## src/bsnd_pkg.sv

```systemverilog
// Package for the block-scaled nibble sample decoder: defaults, item type, attenuation function.
`default_nettype none
package bsnd_pkg;

  localparam int GROUPS_PER_CHUNK_DEF = 3;
  localparam int WORDS_PER_GROUP_DEF  = 4;

  localparam int WORD_W   = 16;
  localparam int LEVEL_W  = 5;
  localparam int GLEVEL_W = 6;
  localparam int SAMPLE_W = 16;
  localparam int FIELD_LO = 5;

  typedef struct packed {
    logic [WORD_W-1:0]   nibbles;
    logic [GLEVEL_W-1:0] level;
    logic                chunk_end;
  } bsnd_word_t;

  // magnitude * 4096 * 2^(-r/4), truncated
  function automatic logic [15:0] bsnd_base(input logic [1:0] r, input logic [3:0] mag);
    logic [15:0] v;
    case ({r, mag})
      6'h01: v = 16'd4096;
      6'h02: v = 16'd8192;
      6'h03: v = 16'd12288;
      6'h04: v = 16'd16384;
      6'h05: v = 16'd20480;
      6'h06: v = 16'd24576;
      6'h07: v = 16'd28672;
      6'h08: v = 16'd32768;
      6'h11: v = 16'd3444;
      6'h12: v = 16'd6888;
      6'h13: v = 16'd10332;
      6'h14: v = 16'd13777;
      6'h15: v = 16'd17221;
      6'h16: v = 16'd20665;
      6'h17: v = 16'd24110;
      6'h18: v = 16'd27554;
      6'h21: v = 16'd2896;
      6'h22: v = 16'd5792;
      6'h23: v = 16'd8688;
      6'h24: v = 16'd11585;
      6'h25: v = 16'd14481;
      6'h26: v = 16'd17377;
      6'h27: v = 16'd20274;
      6'h28: v = 16'd23170;
      6'h31: v = 16'd2435;
      6'h32: v = 16'd4870;
      6'h33: v = 16'd7306;
      6'h34: v = 16'd9741;
      6'h35: v = 16'd12177;
      6'h36: v = 16'd14612;
      6'h37: v = 16'd17048;
      6'h38: v = 16'd19483;
      default: v = 16'd0;
    endcase
    return v;
  endfunction

  function automatic logic [SAMPLE_W-1:0] bsnd_atten(input logic [GLEVEL_W-1:0] lvl,
                                                     input logic [3:0] nib);
    logic [3:0]  mag;
    logic [15:0] m;
    mag = nib[3] ? (4'd0 - nib) : nib;
    m   = bsnd_base(lvl[1:0], mag) >> lvl[5:2];
    return nib[3] ? (~m + 16'd1) : m;
  endfunction

endpackage
`default_nettype wire

```

## src/block_scaled_nibble_sample_decoder.sv

```systemverilog
// Top level of the block-scaled nibble sample decoder.
// A header request (in_tuser = 1) loads the three attenuation fields and the voice level and
// yields no sample. A data request yields four signed samples, lowest nibble first, one per
// cycle while out_tready does not hold the output register. A word enters the word register
// on acceptance, and its first sample then moves to the output register once that register
// can advance. The next word is taken in the cycle its fourth sample moves to the output
// register. Attenuation entries are computed from a 32-entry quarter-step table and a shift,
// so there is no ROM and no startup pass.
`default_nettype none
module block_scaled_nibble_sample_decoder #(
  parameter int GROUPS_PER_CHUNK = bsnd_pkg::GROUPS_PER_CHUNK_DEF,
  parameter int WORDS_PER_GROUP  = bsnd_pkg::WORDS_PER_GROUP_DEF
) (
  input  wire logic        clk,
  input  wire logic        rst_n,
  input  wire logic        in_tvalid,
  output logic             in_tready,
  input  wire logic [23:0] in_tdata,   // word [15:0], voice_level [20:16], zero [23:21]
  input  wire logic [0:0]  in_tuser,   // is_header
  output logic             out_tvalid,
  input  wire logic        out_tready,
  output logic [15:0]      out_tdata,  // sample
  output logic             out_tlast,  // last_of_chunk
  output logic [0:0]       out_tuser   // last_of_word
);

  logic                 accept;
  logic                 slot_ready;
  bsnd_pkg::bsnd_word_t item;

  assign accept    = in_tvalid && in_tready;
  assign in_tready = slot_ready;

  bsnd_front #(
    .GROUPS_PER_CHUNK (GROUPS_PER_CHUNK),
    .WORDS_PER_GROUP  (WORDS_PER_GROUP)
  ) u_front (
    .clk         (clk),
    .rst_n       (rst_n),
    .accept      (accept),
    .is_header   (in_tuser[0]),
    .word        (in_tdata[15:0]),
    .voice_level (in_tdata[20:16]),
    .item        (item)
  );

  bsnd_serializer u_ser (
    .clk        (clk),
    .rst_n      (rst_n),
    .take       (accept && !in_tuser[0]),
    .item       (item),
    .slot_ready (slot_ready),
    .out_tvalid (out_tvalid),
    .out_tready (out_tready),
    .out_tdata  (out_tdata),
    .out_tlast  (out_tlast),
    .out_tuser  (out_tuser)
  );

endmodule
`default_nettype wire

```

## src/bsnd_front.sv

```systemverilog
// Chunk state: header fields, level, word and group counters, per-word group level.
`default_nettype none
module bsnd_front #(
  parameter int GROUPS_PER_CHUNK = bsnd_pkg::GROUPS_PER_CHUNK_DEF,
  parameter int WORDS_PER_GROUP  = bsnd_pkg::WORDS_PER_GROUP_DEF
) (
  input  wire logic                          clk,
  input  wire logic                          rst_n,
  input  wire logic                          accept,
  input  wire logic                          is_header,
  input  wire logic [bsnd_pkg::WORD_W-1:0]   word,
  input  wire logic [bsnd_pkg::LEVEL_W-1:0]  voice_level,
  output bsnd_pkg::bsnd_word_t               item
);

  localparam int WCW = (WORDS_PER_GROUP > 1) ? $clog2(WORDS_PER_GROUP) : 1;
  localparam int GCW = (GROUPS_PER_CHUNK > 1) ? $clog2(GROUPS_PER_CHUNK) : 1;
  localparam logic [WCW-1:0] WC_LAST = WCW'(WORDS_PER_GROUP - 1);
  localparam logic [GCW-1:0] GC_LAST = GCW'(GROUPS_PER_CHUNK - 1);

  logic [bsnd_pkg::WORD_W-1:0]   fields_r, fields_nxt;
  logic [bsnd_pkg::LEVEL_W-1:0]  held_r, held_nxt;
  logic [bsnd_pkg::GLEVEL_W-1:0] glevel_r, glevel_nxt;
  logic [WCW-1:0]                wc_r, wc_nxt;
  logic [GCW-1:0]                gc_r, gc_nxt;
  logic [bsnd_pkg::GLEVEL_W-1:0] new_level;
  logic                          last_word, last_group;

  assign new_level  = bsnd_pkg::GLEVEL_W'(held_r)
                    + bsnd_pkg::GLEVEL_W'(fields_r[bsnd_pkg::FIELD_LO +: bsnd_pkg::LEVEL_W]);
  assign last_word  = (wc_r >= WC_LAST);
  assign last_group = (gc_r >= GC_LAST);

  assign item.nibbles   = word;
  assign item.level     = (wc_r == '0) ? new_level : glevel_r;
  assign item.chunk_end = last_word && last_group;

  always_comb begin
    fields_nxt = fields_r;
    held_nxt   = held_r;
    glevel_nxt = glevel_r;
    wc_nxt     = wc_r;
    gc_nxt     = gc_r;
    if (accept && is_header) begin
      fields_nxt = word;
      held_nxt   = voice_level;
      wc_nxt     = '0;
      gc_nxt     = '0;
    end else if (accept) begin
      if (wc_r == '0) begin
        glevel_nxt = new_level;
        fields_nxt = {fields_r[4:0], fields_r[15:5]};
      end
      if (last_word) begin
        wc_nxt = '0;
        gc_nxt = last_group ? '0 : gc_r + 1'b1;
      end else begin
        wc_nxt = wc_r + 1'b1;
      end
    end
  end

  always_ff @(posedge clk) begin
    if (!rst_n) begin
      fields_r <= '0;
      held_r   <= '0;
      glevel_r <= '0;
      wc_r     <= '0;
      gc_r     <= '0;
    end else begin
      fields_r <= fields_nxt;
      held_r   <= held_nxt;
      glevel_r <= glevel_nxt;
      wc_r     <= wc_nxt;
      gc_r     <= gc_nxt;
    end
  end

endmodule
`default_nettype wire

```

## src/bsnd_serializer.sv

```systemverilog
// Word and output registers: one attenuated sample per cycle unless stalled.
`default_nettype none
module bsnd_serializer (
  input  wire logic                           clk,
  input  wire logic                           rst_n,
  input  wire logic                           take,
  input  wire bsnd_pkg::bsnd_word_t           item,
  output logic                                slot_ready,
  output logic                                out_tvalid,
  input  wire logic                           out_tready,
  output logic [bsnd_pkg::SAMPLE_W-1:0]       out_tdata,   // sample
  output logic                                out_tlast,   // last_of_chunk
  output logic [0:0]                          out_tuser    // last_of_word
);

  bsnd_pkg::bsnd_word_t              wrd_r;
  logic                              wrd_vld_r, wrd_vld_nxt;
  logic [1:0]                        k_r, k_nxt;
  logic                              ovld_r, ovld_nxt;
  logic [bsnd_pkg::SAMPLE_W-1:0]     sample_r;
  logic                              lw_r, lc_r;
  logic                              adv, emit, k_end;
  logic [3:0]                        nib;

  assign adv        = !ovld_r || out_tready;
  assign emit       = adv && wrd_vld_r;
  assign k_end      = (k_r == 2'd3);
  assign slot_ready = !wrd_vld_r || (emit && k_end);
  assign nib        = wrd_r.nibbles[{k_r, 2'b00} +: 4];

  always_comb begin
    wrd_vld_nxt = wrd_vld_r;
    k_nxt       = k_r;
    ovld_nxt    = ovld_r;
    if (adv) begin
      ovld_nxt = wrd_vld_r;
    end
    if (emit) begin
      k_nxt = k_r + 2'd1;
      if (k_end) begin
        wrd_vld_nxt = 1'b0;
      end
    end
    if (take) begin
      wrd_vld_nxt = 1'b1;
      k_nxt       = 2'd0;
    end
  end

  always_ff @(posedge clk) begin
    if (!rst_n) begin
      wrd_vld_r <= 1'b0;
      k_r       <= 2'd0;
      ovld_r    <= 1'b0;
    end else begin
      wrd_vld_r <= wrd_vld_nxt;
      k_r       <= k_nxt;
      ovld_r    <= ovld_nxt;
    end
  end

  always_ff @(posedge clk) begin
    if (take) begin
      wrd_r <= item;
    end
    if (emit) begin
      sample_r <= bsnd_pkg::bsnd_atten(wrd_r.level, nib);
      lw_r     <= k_end;
      lc_r     <= k_end && wrd_r.chunk_end;
    end
  end

  assign out_tvalid   = ovld_r;
  assign out_tdata    = sample_r;
  assign out_tlast    = lc_r;
  assign out_tuser[0] = lw_r;

  a_chunk_on_word_end: assert property (@(posedge clk) disable iff (!rst_n)
    out_tvalid && out_tlast |-> out_tuser[0])
    else $error("chunk end flagged away from a word end");

  a_stall_has_word: assert property (@(posedge clk) disable iff (!rst_n)
    !slot_ready |-> wrd_vld_r)
    else $error("input stalled with an empty word slot");

  a_midword_valid: assert property (@(posedge clk) disable iff (!rst_n)
    (k_r != 2'd0) |-> wrd_vld_r)
    else $error("sample index advanced without a word");

  a_slot_drains: assert property (@(posedge clk) disable iff (!rst_n)
    emit && k_end && !take |=> !wrd_vld_r && out_tvalid && out_tuser[0])
    else $error("word slot not released after its fourth sample");

endmodule
`default_nettype wire
```

## config.mk

```make
export PLATFORM = sky130hd
export DESIGN_NAME = block_scaled_nibble_sample_decoder
export DESIGN_NICKNAME = d
export VERILOG_FILES = /design/src/bsnd_pkg.sv /design/src/block_scaled_nibble_sample_decoder.sv /design/src/bsnd_front.sv /design/src/bsnd_serializer.sv
export SDC_FILE = /design/constraint.sdc
export NUM_CORES = 1
export LEC_CHECK = 0
export BUFFER_PORTS_ARGS = -buffer_cell sky130_fd_sc_hd__buf_4
export CELL_PAD_IN_SITES_DETAIL_PLACEMENT = 0
export CELL_PAD_IN_SITES_GLOBAL_PLACEMENT = 1
export CORE_ASPECT_RATIO = 0.5
export CORE_MARGIN = 1
export CORE_UTILIZATION = 38
export CTS_CLUSTER_SIZE = 14
export DETAILED_ROUTE_END_ITERATION = 8
export PLACE_DENSITY = 0.73
export RECOVER_POWER = 50
export SLEW_MARGIN = 30
export SYNTH_ARGS = -nofsm -noshare
export SYNTH_HDL_FRONTEND = slang
export SYNTH_SLANG_ARGS = --single-unit
```

## constraint.sdc

```tcl
create_clock -name clk -period 11.35 [get_ports clk]
set_input_delay 2.8375 -clock clk [delete_from_list [all_inputs] [get_ports clk]]
set_output_delay 2.8375 -clock clk [all_outputs]
set_load 0.005 [all_outputs]
```

* After elaboration in Yosys (flattened, before gate mapping)
Memories as Yosys holds them, arrays and structs flattened.
Cells that the tools add are included.
** Storage, ports and cells
- Flip-flop bits (word level) :: 76
- Bits in read-only memories :: 1024
- Bits of input ports :: 29
- Output and inout bits :: 20
- Memories :: 1
** Operators by class
- $add $sub $neg :: 6
- Order comparisons :: 2
- Eq/ne operators :: 1
- Shifts and indexed selects :: 2
- Muxes and demuxes :: 12
- Bitwise operators :: 3
- Reductions and logical operators :: 23
** Memories
- (name not given) :: words 64, width 16, read ports 1, clocked after memory_dff 0, wr ports 0, line bsnd_pkg.sv:23 : case ({r, mag})
** Operators with widths (number)
- $mux 16 :: 5
- $add 16x1->16 const B :: 1
- $not 16->16 :: 1
- $shiftx 16x5->4 :: 1
- $shr 16x4->16 :: 1
- $reduce_and 2->1 :: 4
- $reduce_bool 2->1 :: 4
- $logic_and 1x1->1 :: 7
- $add 2x1->2 const B :: 3
- $add 5x5->6 :: 1
- $mux 6 :: 1
- $ge 2x2->1 const B :: 2
- $mux 2 :: 2
- $mux 4 :: 1
- $reduce_or 2->1 :: 2
- $sub 1x4->4 const A :: 1
- $logic_not 1->1 :: 3
- $mux 1 :: 3
- $eq 2x2->1 const B :: 1
- $logic_not 2->1 :: 1
- $logic_or 1x1->1 :: 2
- $not 1->1 :: 2

* Longest topological paths before layout
- Word-level depth :: 9
- Mapped depth :: 22
- Gate-level depth less buffers :: 20

* Cells and area by module
A second synthesis with hierarchy kept.
** Unflattened totals
- Cell total of the unflattened synthesis :: 657
- Area, all modules :: 5709.2 sq um
** Modules (own cells, without submodules)
- bsnd_serializer :: times used 1, cells an instance 428, area an instance 3910.0 sq um
- bsnd_front :: times used 1, cells an instance 227, area an instance 1784.2 sq um
- block_scaled_nibble_sample_decoder :: times used 1, cells an instance 2, area an instance 15.0 sq um

* Least setup slack after synthesis
Ideal clock, no wire load.
- Path kind :: input -> output
- From :: input out_tready
- To :: output in_tready
- Arrival time :: 3.144 ns
- Slack :: 5.368 ns
- Cell stages on the path :: 3
- Cells stage by stage :: nand2b_1 > nand2_1 > nand2_1
** Between the ends
- Cells in the longest elaborated chain, start to end :: 4
** Ends and longest elaborated chain
- start: declaration :: line block_scaled_nibble_sample_decoder.sv:21 : input wire logic out_tready,
- $logic_or 1x1->1 :: line bsnd_serializer.sv:25 : assign adv = !ovld_r || out_tready;
- $logic_and 1x1->1 :: line bsnd_serializer.sv:26 : assign emit = adv && wrd_vld_r;
- $logic_and 1x1->1 :: line bsnd_serializer.sv:28 : assign slot_ready = !wrd_vld_r || (emit && k_end);
- $logic_or 1x1->1 :: line bsnd_serializer.sv:28
- end: declaration :: line block_scaled_nibble_sample_decoder.sv:17 : output logic in_tready,
Every way passes these cells.

* Worst setup path after layout
- From :: register u_ser.k_r[0]
- To :: register u_ser.sample_r, in the netlist u_ser.out_tdata[14], data pin
** Between the ends
- Cells in the longest elaborated chain, start to end :: 9
** Ends and longest elaborated chain
- start: declaration :: line bsnd_serializer.sv:18 : logic [1:0] k_r, k_nxt;
- start signal: assignment :: line bsnd_serializer.sv:57 : k_r <= k_nxt;
- $shiftx 16x5->4 (*) :: line bsnd_serializer.sv:29 : assign nib = wrd_r.nibbles[{k_r, 2'b00} +: 4];
- $sub 1x4->4 :: line bsnd_pkg.sv:65 : mag = nib[3] ? (4'd0 - nib) : nib;
- $mux 4 :: line bsnd_pkg.sv:65
- $mem_v2 64x16
- $mux 16 :: line bsnd_serializer.sv:66 : if (emit) begin
- $shr 16x4->16 :: line bsnd_pkg.sv:66 : m = bsnd_base(lvl[1:0], mag) >> lvl[5:2];
- $not 16->16 :: line bsnd_pkg.sv:67 : return nib[3] ? (~m + 16'd1) : m;
- $add 16x1->16 :: line bsnd_pkg.sv:67
- $mux 16 (*) :: line bsnd_pkg.sv:67
- end signal: assignment :: line bsnd_serializer.sv:67 : sample_r <= bsnd_pkg::bsnd_atten(wrd_r.level, nib);
- end: declaration :: line bsnd_serializer.sv:20 : logic [bsnd_pkg::SAMPLE_W-1:0] sample_r;
Every way passes the cells marked *; elsewhere a longest branch is shown, timed or not. The select of a mux whose other input is x is not followed.
A chain may end at the register's enable or synchronous reset.

==> impl_metrics.env <==
export IMPL_synth_area_leaders="edfxtp_1 (21%), dfxtp_1 (12%), a21oi_1 (4.8%)"
export IMPL_vias=5363
export IMPL_drcViolationCount=0
export IMPL_r2r_end="u_ser.out_tdata[14]"
export IMPL_cts_resized=0
export IMPL_end_kind="flip-flop"
export IMPL_syn_area_um2=5760
export IMPL_worstSetupStartpointType="flip-flop"
export IMPL_run_status="complete, no violations"
export IMPL_p_total_uw=885
export IMPL_drt_iter0_markers=753
export IMPL_preCtsSetupSlack_ns=4.53
export IMPL_crit_arrival_ns=6.81
export IMPL_crit_cells=16
export IMPL_worstPathRequired_ns=11.44
export IMPL_power_share_switching_pct=36.0
export IMPL_pwr_share_seq_pct=37.3
export IMPL_drt_pass1_iterations=6
export IMPL_grt_max_degree=39
export IMPL_ctsHoldBuffers=0
export IMPL_ys_flop_type="edfxtp_1"
export IMPL_synth_seq_cells=76
export IMPL_root_buffer="clkbuf_16"
export IMPL_synth_edf_count=41
export IMPL_clk_pin_slew_ns=0.06
export IMPL_io_pins=49
export IMPL_p_switching_uw=318
export IMPL_crit_type="flip-flop to flip-flop"
export IMPL_worstPathMaxFanout=18
export IMPL_fin_skew_ns=0.0154
export IMPL_cellPowerDensity_nw_per_um2=138
export IMPL_finalSetupTns_ns=0
export IMPL_vdd_drop_max_v=0.0000589
export IMPL_yosys_warnings=0
export IMPL_rsz0062_at_grt="false"
export IMPL_hp_class="flip-flop to flip-flop"
export IMPL_worstSetupEndpoint="u_ser.out_tdata[14]"
export IMPL_finalCriticalPeriod_ns=6.72
export IMPL_rrSetupSlack_ns=4.63
export IMPL_finalWeightedCongestion=0.954
export IMPL_via_per_inst=6.09
export IMPL_r2r_cells=16
export IMPL_synth_top_area_cell="edfxtp_1"
export IMPL_grt_total_usage_pct=22.2
export IMPL_grt_pass1_vias=4859
export IMPL_die_h_um=89.0
export IMPL_insertion_delay_ns=0.36
export IMPL_start_util_pct=39.4
export IMPL_yosysSeqAreaShare_pct=33.6
export IMPL_tritoncts="done"
export IMPL_fmax_ghz=0.149
export IMPL_grt_pass1_wl_um=26800
export IMPL_fin_area_um2=6420
export IMPL_cp_num_buf_inv=3
export IMPL_cts_setup_buffers=0
export IMPL_hpwl_um=12200
export IMPL_io_buffers=45
export IMPL_drive_gt1_share_pct=14.5
export IMPL_syn_avg_cell_area_um2=8.61
export IMPL_drv_slew=0
export IMPL_hold_viol_final=0
export IMPL_fin_crit_sh_pct=59.2
export IMPL_htree_num_levels=3
export IMPL_clkPwrFrac_pct=32.4
export IMPL_hp_start="u_front.glevel_r[3]"
export IMPL_setup_violations=0
export IMPL_wl_per_cell_um=19.4
export IMPL_setup_ws_ns=4.63
export IMPL_wl_um=17100
export IMPL_slew_headroom_pct=7.52
export IMPL_worstSetupStartpoint="u_ser.k_r[0]"
export IMPL_synth_cell_types=83
export IMPL_rows=31
export IMPL_cts_sinks=76
export IMPL_die_w_um=176
export IMPL_synthCells=669
export IMPL_nNetsFinal=726
export IMPL_dieArea_um2=15700
export IMPL_worst_pin_slew_ns=1.39
export IMPL_reg2reg_from="u_ser.k_r[0]"
export IMPL_dp_cells=865
export IMPL_power_frac_comb_pct=30.3
export IMPL_syn_nets=717
export IMPL_cts_made_buffers=9
export IMPL_cts_buffer_depth=2
export IMPL_leakagePower_uw=0.00239
export IMPL_crit_chain="mux4_2 > clkinv_1 > ha_1 > mux2i_2 > inv_1 > ha_1 > inv_1 > nor3_1 > o31ai_1 > a21oi_1 > o21ai_0 > nor2_1 > o32ai_1 > nand4_1 > o41ai_1 > xnor2_1"
export IMPL_core_area_um2=14600
export IMPL_antenna_found_initial=0
export IMPL_place_area_um2=6150
export IMPL_async_reset_ff_share_pct=0
export IMPL_fill_cells=1471
export IMPL_fin_cells=881
export IMPL_areaGrowthSynthToFinish_pct=11.5
export IMPL_insertedDiodeCount=0
export IMPL_ant_nets=0
export IMPL_cpMaxStageDelayCell="dfxtp_1"
export IMPL_cp_top_family="compound AO/OA/AOI/OAI gates"
export IMPL_grt_overflow_total=0
export IMPL_internal_power_uw=566
export IMPL_slowest_delay_ns=0.65
export IMPL_maxCapViolCount=0
export IMPL_synth_top_area_share_pct=21.4
synthesized netlist by cell type (7+ instances only):
library cell  number
edfxtp_1          41
clkbuf_1          38
nand3_1           17
mux2i_1            9
a21boi_0          13
xnor2_1           10
ha_1              18
a211oi_1           7
o221a_2           16
nor3b_1           19
nor2_1            46
o21ai_0           22
o31ai_1           10
a21oi_1           55
o211ai_1          13
nand2_1           62
dfxtp_1           35
nor2b_1           13
inv_1             38
nor3_1            16
a31oi_1            9
sequential cells by signal (all words and copies together), names as in the netlist:
name	count
u_front.fields_r	16
u_ser.wrd_r	23
u_ser.out_tuser	1
u_front.held_r	5
u_ser.k_r	2
u_ser.out_tvalid	1
u_front.wc_r	2
u_ser.out_tlast	1
u_front.glevel_r	6
u_front.gc_r	2
u_ser.wrd_vld_r	1
u_ser.out_tdata	16
stage by stage:
step / utilization, % / hold slack [ns]
final: 43.9 / 0.470
after floorplan: - / 0.441
after global placement: 42.1 / 0.447
after detailed placement: 42.1 / 0.459
after global routing: 43.9 / 0.490
after CTS: 44.0 / 0.467
logic make-up after synthesis:
| family | Yosys count | synth area share [%] |
|---|---|---|
| flops | 76 | 33.6 |
| xor+xnor | 16 | 2.43 |
| simple gates | 217 | 19.5 |
| fa+ha+maj | 19 | 4.26 |
| mux | 20 | 4.69 |
| buf+inv | 92 | 6.43 |
| compound gates | 229 | 29.1 |
power by group through the flow:
| stage | sequential [uW] | clock, uW | combinational [uW] |
|---|---|---|---|
| floorplan | 326 | 0 | 199 |
| global placement | 335 | 0 | 264 |
| detailed placement | 336 | 0 | 265 |
| CTS | 330 | 291 | 266 |
| global route | 332 | 305 | 294 |
| finish | 330 | 287 | 268 |
cells in the final DEF, fill, tap and decap left out, types with 6 or more instances in the layout:
cell type and n:
nand3_1 17, o211ai_1 13, o21ai_0 22, nor3b_1 19, inv_1 38, ha_1 18, nor2b_1 13, xnor2_1 10
nor3_1 16, a21boi_0 13, a21o_1 6, a21oi_1 55, dfxtp_1 35, edfxtp_1 41, nand2_1 62, clkbuf_1 6
o31ai_1 10, mux2i_1 8, nor2_1 45, o221a_2 16, clkbuf_16 9, buf_4 11, clkbuf_4 31, a31oi_1 9
a211oi_1 7, xor2_1 6
worst min path at each step:
| stage | to | slack [ns] | cells past startpoint |
|---|---|---|---|
| 6_report | u_front.glevel_r[3] | 0.47 | 2 |
| 5_1_grt | u_front.glevel_r[2] | 0.49 | 2 |
| 4_1_cts | u_front.glevel_r[0] | 0.47 | 2 |
| 3_5_place_dp | u_front.glevel_r[0] | 0.46 | 2 |
| 3_3_place_gp | u_front.glevel_r[3] | 0.45 | 2 |
| 2_1_floorplan | u_front.glevel_r[0] | 0.44 | 2 |
per-layer routing:
metal / vias to the layer above / track usage, % / routed length, um / share of wire, %
met5: - / 0 / 0 / 0
met2: 218 / 34.6 / 7400 / 43
met4: 0 / 7.19 / 371 / 2.2
met3: 38 / 4.93 / 1130 / 6.6
met1: 2542 / 30.6 / 8160 / 48
li1: 2565 / - / - / -
worst reg2reg max path, delay by kind of cell, from the launching register on:
family                     cells  cell delay [ns]
AOI/OAI and AO/OA              5             2.10
muxes                          2             1.18
buffers and inverters          3             0.86
adders and majority gates      2             0.78
and+or+nand+nor                3             0.78
DFF                            1             0.65
xor gates and xnor gates       1             0.12
area by class of cell:
class / count / area [um^2] / share of cell area, %
multi-input cells: 501 / 3460 / 53.9
flip-flops and latches: 76 / 1930 / 30.1
repair buffers: 48 / 338 / 5.26
well taps: 198 / 248 / 3.86
clock buffers: 9 / 225 / 3.51
inverters: 42 / 158 / 2.46
clock inverters: 7 / 57.6 / 0.897
Note: power is estimated with default switching activity, not from simulation.
